--- config.mk ---
export PLATFORM = sky130hd
export DESIGN_NAME = lru_guest_register_cache_unit
export DESIGN_NICKNAME = d
export VERILOG_FILES = /design/src/sv/lgrc_pkg.sv /design/src/sv/lgrc_datapath.sv /design/src/sv/lgrc_ctrl.sv /design/src/sv/lru_guest_register_cache_unit.sv
export SDC_FILE = /design/constraint.sdc
export NUM_CORES = 1
export LEC_CHECK = 0
export ABC_AREA = 1
export BUFFER_PORTS_ARGS = -buffer_cell sky130_fd_sc_hd__buf_2
export CAP_MARGIN = 5
export CELL_PAD_IN_SITES_DETAIL_PLACEMENT = 1
export CELL_PAD_IN_SITES_GLOBAL_PLACEMENT = 1
export CORE_UTILIZATION = 41
export CTS_BUF_LIST = sky130_fd_sc_hd__clkbuf_16
export CTS_CLUSTER_DIAMETER = 120
export DETAILED_ROUTE_END_ITERATION = 7
export PLACE_DENSITY = 0.81
export SYNTH_ARGS = -nofsm -noshare
export SYNTH_HDL_FRONTEND = slang
export SYNTH_SLANG_ARGS = --single-unit
--- constraint.sdc ---
create_clock -name clk -period 4.7 [get_ports clk]
set_input_delay 0.705 -clock clk [delete_from_list [all_inputs] [get_ports clk]]
set_output_delay 0.705 -clock clk [all_outputs]
set_load 0.005 [all_outputs]
--- src/sv/lgrc_pkg.sv ---
// Shared types and constants for the guest register cache.
`timescale 1ns / 1ps
package lgrc_pkg;

  localparam int GUEST_REGS = 16;
  localparam int HOST_REGS  = 16;
  localparam int GW         = 4;
  localparam int HW         = 4;
  localparam int MAX_ACTIONS = 8;
  localparam logic [4:0] POOL_SIZE_RESET = 5'd10;
  localparam logic [4:0] NO_HOST  = 5'd16;
  localparam logic [4:0] NO_GUEST = 5'd16;

  typedef enum logic [3:0] {
    OP_MAP_READ      = 4'd0,
    OP_MAP_WRITE     = 4'd1,
    OP_COPY_TEMP     = 4'd2,
    OP_ASSIGN        = 4'd3,
    OP_SET_DIRTY     = 4'd4,
    OP_TOUCH         = 4'd5,
    OP_REMOVE        = 4'd6,
    OP_STORE_ONE     = 4'd7,
    OP_STORE_ALL     = 4'd8,
    OP_FLUSH         = 4'd9,
    OP_ALLOC_TEMP    = 4'd10,
    OP_FREE_HOST     = 4'd11,
    OP_CLEAR_CHANGED = 4'd12,
    OP_STATUS        = 4'd13
  } lgrc_op_t;

  typedef enum logic [1:0] {
    KIND_LOAD  = 2'd0,
    KIND_STORE = 2'd1,
    KIND_MOVE  = 2'd2,
    KIND_RESP  = 2'd3
  } lgrc_kind_t;

  typedef struct packed {
    logic       latch_req;
    logic       take;
    logic       set_tgt_g;
    logic       set_tgt_victim;
    logic       set_tgt_last;
    logic       set_tgt_cnt;
    logic       cnt_inc;
    logic       list_remove;
    logic       list_touch;
    logic       list_insert;
    logic       list_clear;
    logic       disc_a;
    logic       release_host;
    logic       assign_a;
    logic       rel_from_hr;
    logic       map_g_h;
    logic       set_dirty_g;
    logic       ret_from_map;
    logic       ret_from_h;
    logic       ret_from_hr;
    logic       exh_set;
    logic       clear_changed;
    logic       emit;
    lgrc_kind_t emit_kind;
  } lgrc_cmd_t;

  typedef struct packed {
    lgrc_op_t op;
    logic     out_free;
    logic     g_mapped;
    logic     tgt_dirty;
    logic     pool_free;
    logic     list_empty;
    logic     last_valid;
    logic     g_in_list;
    logic     tgt_in_list;
    logic     cnt_last;
  } lgrc_sts_t;

endpackage

--- src/sv/lgrc_datapath.sv ---
// Datapath: register map, recency list, pool bits and the output register.
`timescale 1ns / 1ps
module lgrc_datapath import lgrc_pkg::*; #(
  parameter int LRU_SLOTS = 8
) (
  input  logic            clk,
  input  logic            rst_n,
  input  logic [3:0]      in_op,
  input  logic [GW-1:0]   in_guest_reg,
  input  logic [HW-1:0]   in_host_reg,
  input  logic            cfg_wr_en,
  input  logic [4:0]      cfg_wr_data,
  input  lgrc_cmd_t       cmd,
  output lgrc_sts_t       sts,
  input  logic            out_tready,
  output logic            out_valid,
  output logic [1:0]      out_kind,
  output logic [GW-1:0]   out_action_guest,
  output logic [HW-1:0]   out_result_host,
  output logic [HW-1:0]   out_source_host,
  output logic            out_exhausted,
  output logic [4:0]      out_query_host,
  output logic            out_query_dirty,
  output logic            out_host_is_mapped,
  output logic [15:0]     out_temp_mask,
  output logic [15:0]     out_new_alloc_mask
);

  logic [4:0]            map_r   [GUEST_REGS];
  logic [4:0]            map_nxt [GUEST_REGS];
  logic [GUEST_REGS-1:0] dirty_r, dirty_nxt;
  logic [4:0]            slot_r   [LRU_SLOTS];
  logic [4:0]            slot_nxt [LRU_SLOTS];
  logic [HOST_REGS-1:0]  pool_r, pool_nxt;
  logic [15:0]           changed_r, changed_nxt;
  logic [4:0]            pool_size_r, pool_size_nxt;
  logic [3:0]            op_r, op_nxt;
  logic [GW-1:0]         g_r, g_nxt, tgt_r, tgt_nxt, cnt_r, cnt_nxt;
  logic [HW-1:0]         hr_r, hr_nxt, h_r, h_nxt, ret_r, ret_nxt;
  logic [4:0]            rel_r, rel_nxt;
  logic                  exh_r, exh_nxt;
  logic [3:0]            acts_r, acts_nxt;
  logic                  out_valid_r, out_valid_nxt;

  logic [1:0]            out_kind_r;
  logic [GW-1:0]         out_ag_r;
  logic [HW-1:0]         out_rh_r, out_sh_r;
  logic                  out_exh_r, out_qd_r, out_him_r;
  logic [4:0]            out_qh_r;
  logic [15:0]           out_tm_r, out_cm_r;

  logic [HOST_REGS-1:0]  mapped_vec, lim_mask, free_vec;
  logic [HW-1:0]         take_idx;
  logic [LRU_SLOTS-1:0]  hit_g, hit_t, ge_g, le_t;
  logic [5*(LRU_SLOTS+1)-1:0] flat_up, flat_dn;
  logic [GW-1:0]         victim;
  logic [15:0]           tmask;
  logic                  out_free, out_load, is_action;

  // Reverse lookup: which host registers some guest maps to.
  always_comb begin
    for (int h = 0; h < HOST_REGS; h++) begin
      mapped_vec[h] = 1'b0;
      for (int i = 0; i < GUEST_REGS; i++) begin
        if (map_r[i] == 5'(h)) mapped_vec[h] = 1'b1;
      end
      lim_mask[h] = pool_size_r > 5'(h);
    end
  end

  assign free_vec = ~pool_r & lim_mask;
  assign tmask    = 16'(pool_r & lim_mask & ~mapped_vec);

  always_comb begin
    take_idx = '0;
    for (int h = HOST_REGS - 1; h >= 0; h--) begin
      if (free_vec[h]) take_idx = HW'(h);
    end
  end

  // Recency list helpers. The list is always packed toward slot 0.
  always_comb begin
    victim = '0;
    for (int i = 0; i < LRU_SLOTS; i++) begin
      hit_g[i] = slot_r[i] == {1'b0, g_r};
      hit_t[i] = slot_r[i] == {1'b0, tgt_r};
      if (!slot_r[i][4]) victim = slot_r[i][GW-1:0];
      flat_up[5*i +: 5]     = slot_r[i];
      flat_dn[5*(i+1) +: 5] = slot_r[i];
    end
    flat_up[5*LRU_SLOTS +: 5] = NO_GUEST;
    flat_dn[4:0]              = {1'b0, g_r};
    ge_g[LRU_SLOTS-1] = hit_g[LRU_SLOTS-1];
    for (int i = LRU_SLOTS - 2; i >= 0; i--) ge_g[i] = ge_g[i+1] | hit_g[i];
    le_t[0] = hit_t[0];
    for (int i = 1; i < LRU_SLOTS; i++) le_t[i] = le_t[i-1] | hit_t[i];
  end

  assign out_free  = !out_valid_r || out_tready;
  assign is_action = cmd.emit_kind != KIND_RESP;
  assign out_load  = cmd.emit && (!is_action || acts_r < 4'(MAX_ACTIONS));

  always_comb begin
    sts.op          = lgrc_op_t'(op_r);
    sts.out_free    = out_free;
    sts.g_mapped    = !map_r[g_r][4];
    sts.tgt_dirty   = dirty_r[tgt_r];
    sts.pool_free   = |free_vec;
    sts.list_empty  = slot_r[0][4];
    sts.last_valid  = !slot_r[LRU_SLOTS-1][4];
    sts.g_in_list   = |hit_g;
    sts.tgt_in_list = |hit_t;
    sts.cnt_last    = cnt_r == GW'(GUEST_REGS - 1);
  end

  always_comb begin
    map_nxt       = map_r;
    dirty_nxt     = dirty_r;
    slot_nxt      = slot_r;
    pool_nxt      = pool_r;
    changed_nxt   = changed_r;
    pool_size_nxt = cfg_wr_en ? cfg_wr_data : pool_size_r;
    op_nxt        = op_r;
    g_nxt         = g_r;
    hr_nxt        = hr_r;
    tgt_nxt       = tgt_r;
    cnt_nxt       = cnt_r;
    h_nxt         = h_r;
    rel_nxt       = rel_r;
    ret_nxt       = ret_r;
    exh_nxt       = exh_r;
    acts_nxt      = (out_load && is_action) ? acts_r + 4'd1 : acts_r;

    if (cmd.latch_req) begin
      op_nxt   = in_op;
      g_nxt    = in_guest_reg;
      hr_nxt   = in_host_reg;
      ret_nxt  = '0;
      exh_nxt  = 1'b0;
      acts_nxt = '0;
      cnt_nxt  = '0;
    end
    if (cmd.set_tgt_g)      tgt_nxt = g_r;
    if (cmd.set_tgt_victim) tgt_nxt = victim;
    if (cmd.set_tgt_last)   tgt_nxt = slot_r[LRU_SLOTS-1][GW-1:0];
    if (cmd.set_tgt_cnt)    tgt_nxt = cnt_r;
    if (cmd.cnt_inc) begin
      cnt_nxt = cnt_r + 1'b1;
      tgt_nxt = cnt_r + 1'b1;
    end
    if (cmd.take) begin
      pool_nxt[take_idx]    = 1'b1;
      changed_nxt[take_idx] = 1'b1;
      h_nxt                 = take_idx;
    end
    for (int i = 0; i < LRU_SLOTS; i++) begin
      if (cmd.list_touch && ge_g[i]) slot_nxt[i] = flat_dn[5*i +: 5];
      if (cmd.list_remove && le_t[i]) slot_nxt[i] = flat_up[5*(i+1) +: 5];
      if (cmd.list_insert) slot_nxt[i] = flat_dn[5*i +: 5];
      if (cmd.list_clear) slot_nxt[i] = NO_GUEST;
    end
    if (cmd.disc_a) begin
      dirty_nxt[tgt_r] = 1'b0;
      map_nxt[tgt_r]   = NO_HOST;
      rel_nxt          = map_r[tgt_r];
    end
    // A host is returned to the pool only if no guest still maps to it.
    if (cmd.release_host && !rel_r[4] && !mapped_vec[rel_r[HW-1:0]]) begin
      pool_nxt[rel_r[HW-1:0]] = 1'b0;
    end
    if (cmd.assign_a) begin
      rel_nxt        = map_r[g_r];
      map_nxt[g_r]   = {1'b0, hr_r};
      dirty_nxt[g_r] = 1'b1;
    end
    if (cmd.rel_from_hr)   rel_nxt = {1'b0, hr_r};
    if (cmd.map_g_h)       map_nxt[g_r] = {1'b0, h_r};
    if (cmd.set_dirty_g)   dirty_nxt[g_r] = 1'b1;
    if (cmd.ret_from_map)  ret_nxt = map_r[g_r][HW-1:0];
    if (cmd.ret_from_h)    ret_nxt = h_r;
    if (cmd.ret_from_hr)   ret_nxt = hr_r;
    if (cmd.exh_set)       exh_nxt = 1'b1;
    if (cmd.clear_changed) changed_nxt = '0;

    out_valid_nxt = out_load ? 1'b1 : (out_tready ? 1'b0 : out_valid_r);
  end

  always_ff @(posedge clk) begin
    if (!rst_n) begin
      for (int i = 0; i < GUEST_REGS; i++) map_r[i] <= NO_HOST;
      for (int i = 0; i < LRU_SLOTS; i++) slot_r[i] <= NO_GUEST;
      dirty_r     <= '0;
      pool_r      <= '0;
      changed_r   <= '0;
      pool_size_r <= POOL_SIZE_RESET;
      out_valid_r <= 1'b0;
      acts_r      <= '0;
      exh_r       <= 1'b0;
    end else begin
      map_r       <= map_nxt;
      slot_r      <= slot_nxt;
      dirty_r     <= dirty_nxt;
      pool_r      <= pool_nxt;
      changed_r   <= changed_nxt;
      pool_size_r <= pool_size_nxt;
      out_valid_r <= out_valid_nxt;
      acts_r      <= acts_nxt;
      exh_r       <= exh_nxt;
    end
  end

  always_ff @(posedge clk) begin
    op_r  <= op_nxt;
    g_r   <= g_nxt;
    hr_r  <= hr_nxt;
    tgt_r <= tgt_nxt;
    cnt_r <= cnt_nxt;
    h_r   <= h_nxt;
    rel_r <= rel_nxt;
    ret_r <= ret_nxt;
    if (out_load) begin
      out_kind_r <= cmd.emit_kind;
      out_ag_r   <= '0;
      out_rh_r   <= '0;
      out_sh_r   <= '0;
      out_exh_r  <= 1'b0;
      out_qh_r   <= '0;
      out_qd_r   <= 1'b0;
      out_him_r  <= 1'b0;
      out_tm_r   <= '0;
      out_cm_r   <= '0;
      case (cmd.emit_kind)
        KIND_LOAD: begin
          out_ag_r <= g_r;
          out_rh_r <= h_r;
        end
        KIND_STORE: begin
          out_ag_r <= tgt_r;
          out_sh_r <= map_r[tgt_r][HW-1:0];
        end
        KIND_MOVE: begin
          out_rh_r <= h_r;
          out_sh_r <= map_r[g_r][HW-1:0];
        end
        default: begin
          out_rh_r  <= ret_r;
          out_exh_r <= exh_r;
          out_qh_r  <= map_r[g_r];
          out_qd_r  <= dirty_r[g_r];
          out_him_r <= mapped_vec[hr_r];
          out_tm_r  <= tmask;
          out_cm_r  <= changed_r;
        end
      endcase
    end
  end

  assign out_valid          = out_valid_r;
  assign out_kind           = out_kind_r;
  assign out_action_guest   = out_ag_r;
  assign out_result_host    = out_rh_r;
  assign out_source_host    = out_sh_r;
  assign out_exhausted      = out_exh_r;
  assign out_query_host     = out_qh_r;
  assign out_query_dirty    = out_qd_r;
  assign out_host_is_mapped = out_him_r;
  assign out_temp_mask      = out_tm_r;
  assign out_new_alloc_mask = out_cm_r;

endmodule

--- src/sv/lgrc_ctrl.sv ---
// Controller: sequences one request through the datapath steps.
`timescale 1ns / 1ps
module lgrc_ctrl import lgrc_pkg::*; (
  input  logic      clk,
  input  logic      rst_n,
  input  logic      in_tvalid,
  output logic      in_tready,
  input  lgrc_sts_t sts,
  output lgrc_cmd_t cmd
);

  typedef enum logic [18:0] {
    S_IDLE  = 19'h00001,
    S_DISP  = 19'h00002,
    S_HIT   = 19'h00004,
    S_TAKE1 = 19'h00008,
    S_EPICK = 19'h00010,
    S_ERM   = 19'h00020,
    S_RMV   = 19'h00040,
    S_TAKE2 = 19'h00080,
    S_GOT   = 19'h00100,
    S_INS   = 19'h00200,
    S_ISH   = 19'h00400,
    S_DA    = 19'h00800,
    S_DB    = 19'h01000,
    S_ASGN  = 19'h02000,
    S_LCHK  = 19'h04000,
    S_STORE = 19'h08000,
    S_SALL  = 19'h10000,
    S_FLN   = 19'h20000,
    S_RESP  = 19'h40000
  } lgrc_state_t;

  lgrc_state_t state_r, state_nxt, back_r, back_nxt;

  always_comb begin
    cmd       = '0;
    state_nxt = state_r;
    back_nxt  = back_r;
    in_tready = 1'b0;
    case (state_r)
      S_IDLE: begin
        in_tready = 1'b1;
        if (in_tvalid) begin
          cmd.latch_req = 1'b1;
          state_nxt     = S_DISP;
        end
      end
      S_DISP: begin
        state_nxt = S_RESP;
        case (sts.op)
          OP_MAP_READ, OP_MAP_WRITE: state_nxt = sts.g_mapped ? S_HIT : S_TAKE1;
          OP_COPY_TEMP, OP_ALLOC_TEMP: state_nxt = S_TAKE1;
          OP_ASSIGN: state_nxt = S_ASGN;
          OP_SET_DIRTY: cmd.set_dirty_g = sts.g_mapped;
          OP_TOUCH: cmd.list_touch = 1'b1;
          OP_REMOVE: begin
            cmd.set_tgt_g = 1'b1;
            state_nxt     = S_RMV;
          end
          OP_STORE_ONE: begin
            cmd.set_tgt_g = 1'b1;
            state_nxt     = S_STORE;
          end
          OP_STORE_ALL: begin
            cmd.set_tgt_cnt = 1'b1;
            state_nxt       = S_SALL;
          end
          OP_FLUSH: begin
            cmd.set_tgt_cnt = 1'b1;
            back_nxt        = S_FLN;
            state_nxt       = S_DA;
          end
          OP_FREE_HOST: begin
            cmd.rel_from_hr = 1'b1;
            back_nxt        = S_RESP;
            state_nxt       = S_DB;
          end
          OP_CLEAR_CHANGED: cmd.clear_changed = 1'b1;
          default: state_nxt = S_RESP;
        endcase
      end
      S_HIT: begin
        cmd.set_dirty_g  = sts.op == OP_MAP_WRITE;
        cmd.list_touch   = 1'b1;
        cmd.ret_from_map = 1'b1;
        state_nxt        = S_RESP;
      end
      S_TAKE1: begin
        cmd.take  = sts.pool_free;
        state_nxt = sts.pool_free ? S_GOT : S_EPICK;
      end
      S_EPICK: begin
        cmd.set_tgt_victim = !sts.list_empty;
        state_nxt          = sts.list_empty ? S_TAKE2 : S_ERM;
      end
      S_ERM: begin
        cmd.list_remove = 1'b1;
        back_nxt        = S_TAKE2;
        state_nxt       = S_DA;
      end
      S_RMV: begin
        cmd.list_remove = 1'b1;
        back_nxt        = S_RESP;
        state_nxt       = sts.tgt_in_list ? S_DA : S_RESP;
      end
      S_TAKE2: begin
        cmd.take    = sts.pool_free;
        cmd.exh_set = !sts.pool_free;
        state_nxt   = sts.pool_free ? S_GOT : S_RESP;
      end
      S_GOT: begin
        case (sts.op)
          OP_MAP_READ: begin
            if (sts.out_free) begin
              cmd.map_g_h    = 1'b1;
              cmd.emit       = 1'b1;
              cmd.emit_kind  = KIND_LOAD;
              cmd.ret_from_h = 1'b1;
              state_nxt      = S_INS;
            end
          end
          OP_MAP_WRITE: begin
            cmd.map_g_h     = 1'b1;
            cmd.set_dirty_g = 1'b1;
            cmd.ret_from_h  = 1'b1;
            state_nxt       = S_INS;
          end
          OP_COPY_TEMP: begin
            if (sts.out_free) begin
              cmd.emit       = 1'b1;
              cmd.emit_kind  = sts.g_mapped ? KIND_MOVE : KIND_LOAD;
              cmd.ret_from_h = 1'b1;
              state_nxt      = S_RESP;
            end
          end
          default: begin
            cmd.ret_from_h = 1'b1;
            state_nxt      = S_RESP;
          end
        endcase
      end
      S_INS: begin
        // A full list drops its oldest guest before the shift.
        cmd.set_tgt_last = sts.last_valid;
        back_nxt         = S_ISH;
        state_nxt        = sts.last_valid ? S_DA : S_ISH;
      end
      S_ISH: begin
        cmd.list_insert = 1'b1;
        state_nxt       = S_RESP;
      end
      S_DA: begin
        if (sts.out_free || !sts.tgt_dirty) begin
          cmd.emit      = sts.tgt_dirty;
          cmd.emit_kind = KIND_STORE;
          cmd.disc_a    = 1'b1;
          state_nxt     = S_DB;
        end
      end
      S_DB: begin
        cmd.release_host = 1'b1;
        state_nxt        = back_r;
      end
      S_ASGN: begin
        cmd.assign_a    = 1'b1;
        cmd.ret_from_hr = 1'b1;
        back_nxt        = S_LCHK;
        state_nxt       = S_DB;
      end
      S_LCHK: begin
        cmd.list_touch = sts.g_in_list;
        state_nxt      = sts.g_in_list ? S_RESP : S_INS;
      end
      S_STORE: begin
        if (sts.out_free || !sts.tgt_dirty) begin
          cmd.emit      = sts.tgt_dirty;
          cmd.emit_kind = KIND_STORE;
          state_nxt     = S_RESP;
        end
      end
      S_SALL: begin
        if (sts.out_free || !sts.tgt_dirty) begin
          cmd.emit      = sts.tgt_dirty;
          cmd.emit_kind = KIND_STORE;
          cmd.cnt_inc   = !sts.cnt_last;
          state_nxt     = sts.cnt_last ? S_RESP : S_SALL;
        end
      end
      S_FLN: begin
        cmd.list_clear = sts.cnt_last;
        cmd.cnt_inc    = !sts.cnt_last;
        state_nxt      = sts.cnt_last ? S_RESP : S_DA;
      end
      S_RESP: begin
        if (sts.out_free) begin
          cmd.emit      = 1'b1;
          cmd.emit_kind = KIND_RESP;
          state_nxt     = S_IDLE;
        end
      end
      default: state_nxt = S_IDLE;
    endcase
  end

  always_ff @(posedge clk) begin
    if (!rst_n) begin
      state_r <= S_IDLE;
      back_r  <= S_IDLE;
    end else begin
      state_r <= state_nxt;
      back_r  <= back_nxt;
    end
  end

endmodule

--- src/sv/lru_guest_register_cache_unit.sv ---
// Top level of the guest register cache with recency-ordered replacement.
//
//   channel  direction  handshake          contents
//   in_      input      tvalid / tready    tuser: op, tdata: guest_reg, host_reg
//   out_     output     tvalid / tready    tuser: kind, tlast: last, tdata: fields
//   cfg_     input      wr_en              wr_data: pool_size
//
// One request is handled at a time by a step sequencer; a step that emits an item
// waits while the output side stalls. Each step is one state of the controller.
// The response waits in the output register while the next item is accepted.
// Reset is synchronous and leaves all guests unmapped, the pool empty and
// pool_size at 10.
`timescale 1ns / 1ps
module lru_guest_register_cache_unit import lgrc_pkg::*; #(
  parameter int LRU_SLOTS = 8
) (
  input  logic        clk,
  input  logic        rst_n,
  input  logic        in_tvalid,
  output logic        in_tready,
  input  logic [3:0]  in_tuser,   // op
  input  logic [7:0]  in_tdata,   // guest_reg, host_reg
  output logic        out_tvalid,
  input  logic        out_tready,
  output logic [1:0]  out_tuser,  // kind
  output logic        out_tlast,  // last
  // action_guest, result_host, source_host, exhausted, query_host,
  // query_dirty, host_is_mapped, temp_mask, new_alloc_mask, zero fill
  output logic [55:0] out_tdata,
  input  logic        cfg_wr_en,
  input  logic [4:0]  cfg_wr_data
);

  lgrc_cmd_t     cmd;
  lgrc_sts_t     sts;
  logic [1:0]    kind;
  logic [GW-1:0] action_guest;
  logic [HW-1:0] result_host, source_host;
  logic          exhausted, query_dirty, host_is_mapped;
  logic [4:0]    query_host;
  logic [15:0]   temp_mask, new_alloc_mask;

  lgrc_ctrl u_ctrl (
    .clk       (clk),
    .rst_n     (rst_n),
    .in_tvalid (in_tvalid),
    .in_tready (in_tready),
    .sts       (sts),
    .cmd       (cmd)
  );

  lgrc_datapath #(.LRU_SLOTS(LRU_SLOTS)) u_dp (
    .clk                (clk),
    .rst_n              (rst_n),
    .in_op              (in_tuser),
    .in_guest_reg       (in_tdata[3:0]),
    .in_host_reg        (in_tdata[7:4]),
    .cfg_wr_en          (cfg_wr_en),
    .cfg_wr_data        (cfg_wr_data),
    .cmd                (cmd),
    .sts                (sts),
    .out_tready         (out_tready),
    .out_valid          (out_tvalid),
    .out_kind           (kind),
    .out_action_guest   (action_guest),
    .out_result_host    (result_host),
    .out_source_host    (source_host),
    .out_exhausted      (exhausted),
    .out_query_host     (query_host),
    .out_query_dirty    (query_dirty),
    .out_host_is_mapped (host_is_mapped),
    .out_temp_mask      (temp_mask),
    .out_new_alloc_mask (new_alloc_mask)
  );

  assign out_tuser = kind;
  assign out_tlast = kind == KIND_RESP;
  assign out_tdata = {4'b0000, new_alloc_mask, temp_mask, host_is_mapped, query_dirty,
                      query_host, exhausted, source_host, result_host, action_guest};

endmodule

# Word level (Yosys, flattened, before mapping)
# Cells that the tools add are included.
# totals
ff_bits,304
inputBits,22
# op_classes
add_sub_neg,2
magnitude_cmp,30
n_eq_ne,300
n_mux,423
bitwise_logic,33
n_reduce_logical,92
# op_table
operator,count
$eq 5x4->1 const B,128
$pmux 19 s18,1
$eq 5x3->1 const B,64
$mux 1,299
$mux 80,3
$mux 19,12
$bwmux 80,2
$eq 5x2->1 const B,32
$mux 5,32
$pmux 19 s8,1
$mux 4,36
$pmux 19 s5,1
$and 16x16->16,5
$eq 5x1->1 const B,16
$eq 5x4->1,16
$logic_not 5->1,16
$mux 16,5
$or 16x16->16,5
$and 64x64->64,1
$not 16->16,4
$not 64->64,1
$pmux 19 s3,1
$bmux 5 s4,2
$demux 5 s4,2
other kinds (70),195

# Depth between registers and ports, before layout
# Gate-level depths: netlist (run 1).
# depth
depth_word,26
ltp_mapped,19

# Cells and area by module
# Synthesis (run 1) repeated with hierarchy kept, for this count alone.
# hier_totals
cells_unflattened,2855
hier_area_um2,19075.8
# by_module_without_submodules
mod,instances,cells_each,area_per_inst_um2,seq_area_each_um2
lgrc_datapath,1,2548,17105.2,6185.9
lgrc_ctrl,1,297,1906.8,500.5
lru_guest_register_cache_unit,1,10,63.8,0.0

# Least setup slack after synthesis (run 1)
# No wires, ideal clock.
# synth_path
path_kind,flip-flop to flip-flop
startpoint,register u_dp.g_r[0]
endpoint,"register u_dp.out_ag_r[0] (netlist: u_dp.out_action_guest[0]), enable pin"
setup_ns,0.467
t_arrival_ns,4.337
path_slack_ns,-0.105
stages_incl_launch_ff,16
n_path_buf,2
period_less_slack_ns,4.805
path_cell_list,edfxtp_1 buf_2 nor2_1 inv_1 buf_2 o22ai_1 o21ai_0 nand2_1 nor2_1 inv_1 o31ai_1 nand2_1 inv_1 ha_1 nor2_1 nor2_1
# synth_lines
item,line_no,source
from (decl),lgrc_datapath.sv:38,"logic [GW-1:0] g_r, g_nxt, tgt_r, tgt_nxt, cnt_r, cnt_nxt;"
from (signal assigned),lgrc_datapath.sv:214,g_r <= g_nxt;
to (signal assigned),lgrc_datapath.sv:234,out_ag_r <= g_r;
to (signal assigned),lgrc_datapath.sv:238,out_ag_r <= tgt_r;
to (decl),lgrc_datapath.sv:46,logic [GW-1:0] out_ag_r;

==> run metrics, run 1 <==
Max clock buf depth=3; Max-cap violations=0; Slew Viols, Final=0; die area=0.0476 mm2; antenna cells=0; initial DRC count=2294; first-pass GRT wire length=137000 um; Synth area leader=dfxtp_1; asr flop ratio synth=0%; Avg Cell Area, Syn=6.50 um2; xor/xnor share of the synthesized area=0.960%; post-synthesis mux area share=0%; Tcrit/Tclk final=92.5%; Placement Cell Area=0.0201 mm2; detailed placer's ending HPWL=70800 um; Post-Synth Adder-Cell Area=0.457%; final worst slack=0.352 ns; Area growth, synth to finish=10.6%; DRT Pass-1 Iters=5; post-DR wirelength/cell=25.2 um; IO Count=83; #FFs+latches synth=291; commonest cells in the netlist=nand2_1, inv_1, nor2_1; ranking of synthesized cells by area=dfxtp_1, edfxtp_1, nand2_1; dpl ws=0.512 ns; largest family of logic cells by synthesized area=simple AND/OR/NAND/NOR gates; final antenna-violating net count=0; WS Path Type=reg2reg; post-layout util=46.3%; Multi-input gate area=0.0104 mm2; clock root cell=clkbuf_16; initial antenna violation count=0; Worst setup EP type=register; Die Width=218 um; Peak VDD IR=308 uV; compound-gate portion of the synthesized area=19.4%; final setup vio count=0; critical-path cell list=nor2_1 -> inv_1 -> o22ai_1 -> o21ai_0 -> nand2_1 -> nor2_1 -> buf_4 -> inv_1 -> o31ai_1 -> nand2_1 -> inv_1 -> ha_1 -> nor2_1 -> nor2_4 -> buf_12; top cell type's share of synthesized area=21.4%; Initial Util=41.9%; Final Critical Period=4.35 ns; CP peak stage delay=0.73 ns; Post-Syn Area=0.0192 mm2; GRT overflow=0; Worst-path clk slew=0.06 ns; CTS Sinks=291; Post-CTS Setup Bufs=0; clk_skew=0.0187 ns; CP Max Fanout=28; gr usage total=38.0%; Main synth FF type=dfxtp_1; cts hold-fix bufs=0; CTS tree=built; slowest CP cell=edfxtp_1; standby leakage power=9.12 nW; TritonCTS buffer count=36; number of synthesized flops with an enable pin=86; chip height=218 um; share of cells above drive strength 1=7.96%; Power Dens Cells=268 mW/mm2; RSZ-0062 raised after global routing=false; routed vias/inst=6.15; nets=3019; FP Rows=78; vias in the first global route=22300; post-synthesis simple-gate area fraction=33.2%; htree depth=2; Worst EP arrival=4.59 ns; Achievable Freq=230 MHz; fillers=6072; core area=0.0458 mm2; Post-Layout Inst Area=0.0212 mm2; port bufs=78; total negative slack=0 ns; slew margin rel.=15.2%; post-synth cell types=54; most common cell in the synthesized netlist=nand2_1; outcome=finished, final reports clean; worst skew pair latency=0.55 ns; Routed WL=91100 um; crit path buf inv count=5; Ys Warns=0; CP Launch Type=register; gp weighted congestion=1.01; Worst-Margin Slew=1.27 ns; DRC Markers=0; total number of vias=22200; R2R setup slack=0.35 ns; Post-Synthesis Cells=2948; post-CTS resize count=0; Final Hold Slack=0.332 ns; Register Area=0.00669 mm2; Final Hold Viols=0; Top Family by Delay on Critical Path=buffers and inverters; CP required=4.94 ns; largest net degree at the start of global routing=59; Seq/Total Area, Yosys=34.9%; worst hold path type=in2reg
stage by stage:
stage / instances / power [mW]
2_1_floorplan: 2951 / 2.90
3_3_place_gp: 3552 / 3.04
3_5_place_dp: 3552 / 3.05
4_1_cts: 3614 / 5.69
5_1_grt: 3614 / 5.83
6_report: 3614 / 5.68
report_power, final:
group	total (mW)	switching [mW]	internal (mW)	leakage [nW]
clock network	2.67	1.13	1.54	0.581
registers	2.63	0.0341	2.60	2.50
logic	0.373	0.279	0.0936	6.03
area by class of cell:
cell class	count	area share, %
Multi-Input combinational cell	2123	48.9
Sequential cell	291	31.5
Inverter	425	7.53
Clock buffer	39	4.60
Tap cell	600	3.54
Timing Repair Buffer	113	3.26
Clock inverter	23	0.590
flip-flops by register name, indices dropped and copies added (netlist names), 6 cells and up:
| register | flops |
|---|---|
| u_ctrl.back_r | 6 |
| u_dp.dirty_r | 16 |
| u_dp.pool_r | 16 |
| u_dp.map_r | 80 |
| u_ctrl.state_r | 19 |
| u_dp.changed_r | 16 |
| u_dp.out_temp_mask | 16 |
| u_dp.flat_dn | 39 |
| u_dp.out_new_alloc_mask | 16 |
kinds of logic (layout without fill, tap and decap cells):
logic type      Yosys count  in the layout
compound gates          648            648
xor+xnor                 21             21
other cells               1              4
buf+inv                 537            600
simple gates           1443           1443
fa+ha+maj                 7              7
flops                   291            291
layout by cell type (no fill, tap or decap), types with 78 or more instances in the layout:
master | netlist | final
o21ai_0 | 222 | 222
o22ai_1 | 126 | 126
nor2_1 | 398 | 397
edfxtp_1 | 86 | 86
nand2_1 | 540 | 540
nand3_1 | 235 | 235
buf_2 | 26 | 78
dfxtp_1 | 205 | 205
a21oi_1 | 131 | 131
nand4_1 | 81 | 81
inv_1 | 404 | 415
nor3_1 | 110 | 110
worst paths after layout:
path                                   startpoint                endpoint  cells after the start
worst max-delay path                  u_dp.g_r[1]  u_dp.out_temp_mask[15]                     15
worst min-delay path                  in_tdata[4]            u_dp.hr_r[0]                      1
worst max register to register        u_dp.g_r[1]  u_dp.out_temp_mask[15]                     15
worst min register to register  u_ctrl.back_r[17]      u_ctrl.state_r[17]                      2
metal layers:
layer  routed length (um)  vias up  GRT usage (%)
met1                38200    10900           49.6
met4                 4710        0           18.8
met5                    0        -              0
met3                 7350      238           6.49
met2                40900     1033           60.3
li1                     -    10100              -
Power figures use the tool's default switching activity.
==> inputs of run 2 (changes only) <==
--- a/config.mk
+++ b/config.mk
@@ -10,10 +10,12 @@
 export CAP_MARGIN = 5
 export CELL_PAD_IN_SITES_DETAIL_PLACEMENT = 1
 export CELL_PAD_IN_SITES_GLOBAL_PLACEMENT = 1
+export CORE_ASPECT_RATIO = 0.7
 export CORE_UTILIZATION = 41
 export CTS_BUF_LIST = sky130_fd_sc_hd__clkbuf_16
 export CTS_CLUSTER_DIAMETER = 120
 export DETAILED_ROUTE_END_ITERATION = 7
+export GPL_TIMING_DRIVEN = 0
 export PLACE_DENSITY = 0.81
 export SYNTH_ARGS = -nofsm -noshare
 export SYNTH_HDL_FRONTEND = slang
==> run metrics, run 2 (synthesis results as in run 1) <==
gr usage total=39.1% (+1.1 points); Max-cap violations=0 (unchanged); CP Launch Type=register; FF-to-FF Start=u_dp.g_r[0]; Slew Viols, Final=0 (unchanged); worst reg2reg path depth=16 (+1); vias in the first global route=22300 (-0.076%); initial antenna violation count=3 (+3); Tcrit/Tclk final=95.8% (+3.3 points); Min-Delay Startpoint=in_tuser[0]; Top reg by flops=u_dp.map_r; Die Width=260 um (+19%); clk_skew=0.0260 ns (+0.00725 ns); CP peak stage delay=0.43 ns (-0.30 ns); fillers=6129 (+0.94%); Final Hold Viols=0 (unchanged); htree depth=1 (-1); DRT Pass-1 Iters=6 (+1); Multi-input gate area=0.0104 mm2 (about the same); worst skew pair latency=0.61 ns (+0.06 ns); die area=0.0476 mm2 (about the same); hold depth=1 (unchanged); Worst EP arrival=4.89 ns (+0.30 ns); commonest cells after routing, fill and taps aside=nand2_1, inv_1, nor2_1, nand3_1, o21ai_0; port bufs=77 (-1.3%); routed vias/inst=6.17 (+0.17%); Achievable Freq=222 MHz (-3.4%); CTS tree=built; TritonCTS buffer count=30 (-17%); gp weighted congestion=1.05 (+3.3%); final setup vio count=0 (unchanged); Worst-Margin Slew=1.22 ns (-0.0509 ns); largest net degree at the start of global routing=37 (-37%); Max clock buf depth=3 (unchanged); Critical R2R Capture=u_dp.out_query_dirty; CP Max Fanout=10 (-64%); share of cells above drive strength 1=8.10% (+0.14 points); outcome=finished, final reports clean; cts hold-fix bufs=0 (unchanged); critical-path cell list=buf_2 -> nor2_1 -> inv_1 -> buf_2 -> o22ai_1 -> o21ai_0 -> nand2_1 -> nor2_2 -> inv_1 -> o31ai_1 -> nand2_1 -> inv_1 -> ha_1 -> clkinvlp_4 -> clkbuf_2 -> a41oi_1; IO Count=83 (unchanged); initial DRC count=2745 (+20%); total number of vias=22700 (+2.3%); Initial Util=42.1% (+0.21 points); Largest register FFs=80 (unchanged); DRC Markers=0 (unchanged); Final Hold Slack=0.270 ns (-0.0612 ns); overall power=5.46 mW (-3.8%); commonest non-fill, non-tap cell in the layout=nand2_1; Area growth, synth to finish=11.3%; detailed placer's ending HPWL=74900 um (+5.8%); RSZ-0062 raised after global routing=false; CTS Sinks=291 (unchanged); final antenna-violating net count=0 (unchanged); Final Critical Period=4.50 ns (+0.155 ns); Routed WL=94500 um (+3.8%); core area=0.0455 mm2 (-0.50%); slew margin rel.=18.7% (+3.5 points); first-pass GRT wire length=140000 um (+2.1%); WS Path Type=reg2reg; slowest CP cell=ha_1; Worst-path clk slew=0.07 ns (about the same); CP required=5.09 ns (+0.15 ns); Hold Crit Endpoint=u_dp.op_r[0]; chip height=183 um (-16%); standby leakage power=9.14 nW (+0.21%); Register Area=0.00669 mm2 (unchanged); clock root cell=clkbuf_16; FP Rows=65 (-17%); GRT overflow=0 (unchanged); post-DR wirelength/cell=25.6 um (+1.7%); worst hold path type=in2reg; R2R setup slack=0.20 ns (-0.15 ns); Power Dens Cells=256 mW/mm2 (-4.4%); Most common cell on crit path=inv_1; nets=3090 (+2.4%); Worst setup EP type=register; Peak VDD IR=272 uV (-12%)
==> run 2: worst max path at each step <==
stage	start	cells past startpoint	endpoint
2_1_floorplan	u_dp.g_r[0]	15	u_dp.out_action_guest[0]
3_3_place_gp	u_dp.g_r[0]	15	u_dp.out_host_is_mapped
3_5_place_dp	u_dp.g_r[0]	17	u_dp.out_query_dirty
4_1_cts	u_dp.g_r[0]	17	u_dp.out_query_dirty
5_1_grt	u_dp.g_r[0]	16	u_dp.out_query_dirty
6_report	u_dp.g_r[0]	16	u_dp.out_query_dirty
==> run 2: final cells by class <==
cell class	instances	share of cell area (%)
multi-input cells	2123	48.7
flip-flops and latches	291	31.4
inverters	425	7.50
clock buffers	31	3.64
well taps	603	3.54
plain buffers	111	2.45
repair buffers	79	1.97
clock inverters	25	0.833
diodes	1	0.0117
==> run 2: timing repair <==
| item | CTS | global route |
|---|---|---|
| buffers inserted | 0 | 0 |
| setup endpoints to repair | 3 | 36 |
| hold endpoints to repair | 0 | 0 |
| resized for setup | 1 | 4 |
==> run 2: per-layer routing <==
metal	global-route usage, %	vias to the layer above	share of wire, %
met5	0	-	0
met4	9.47	0	2.6
met3	10.4	170	11
met2	58.8	1155	42
met1	55.2	11200	44
li1	-	10200	-
==> run 2: metrics by stage <==
| step | std cells | utilization (%) | setup slack (ns) | TNS (ns) | instance area [um2] |
|---|---|---|---|---|---|
| 4_1_cts | 3689 | 46.8 | 0.0107 | 0 | 21300 |
| 5_1_grt | 3688 | 46.8 | 0.0348 | 0 | 21300 |
| 6_report | 3689 | 46.8 | 0.198 | 0 | 21300 |
| 3_5_place_dp | 3633 | 44.7 | -0.156 | -0.183 | 20400 |
| 2_1_floorplan | 2951 | - | 0.795 | 0 | 19200 |
| 3_3_place_gp | 3631 | 44.6 | -1.04 | -56.48 | 20300 |
==> run 2: critical path: cells and delay by family, from the launching register on <==
kind | cells | cell delay [ns]
AND/OR/NAND/NOR | 4 | 0.71
buffers and inverters | 7 | 1.89
flip-flops | 1 | 0.34
adder cells (fa/ha/maj) | 1 | 0.43
AO/OA/AOI/OAI | 4 | 0.90
==> run 2: where the power goes <==
| group | internal, mW | switching, mW |
|---|---|---|
| Combinational | 0.0939 | 0.332 |
| Sequential | 2.60 | 0.0217 |
| Clock | 1.30 | 1.11 |
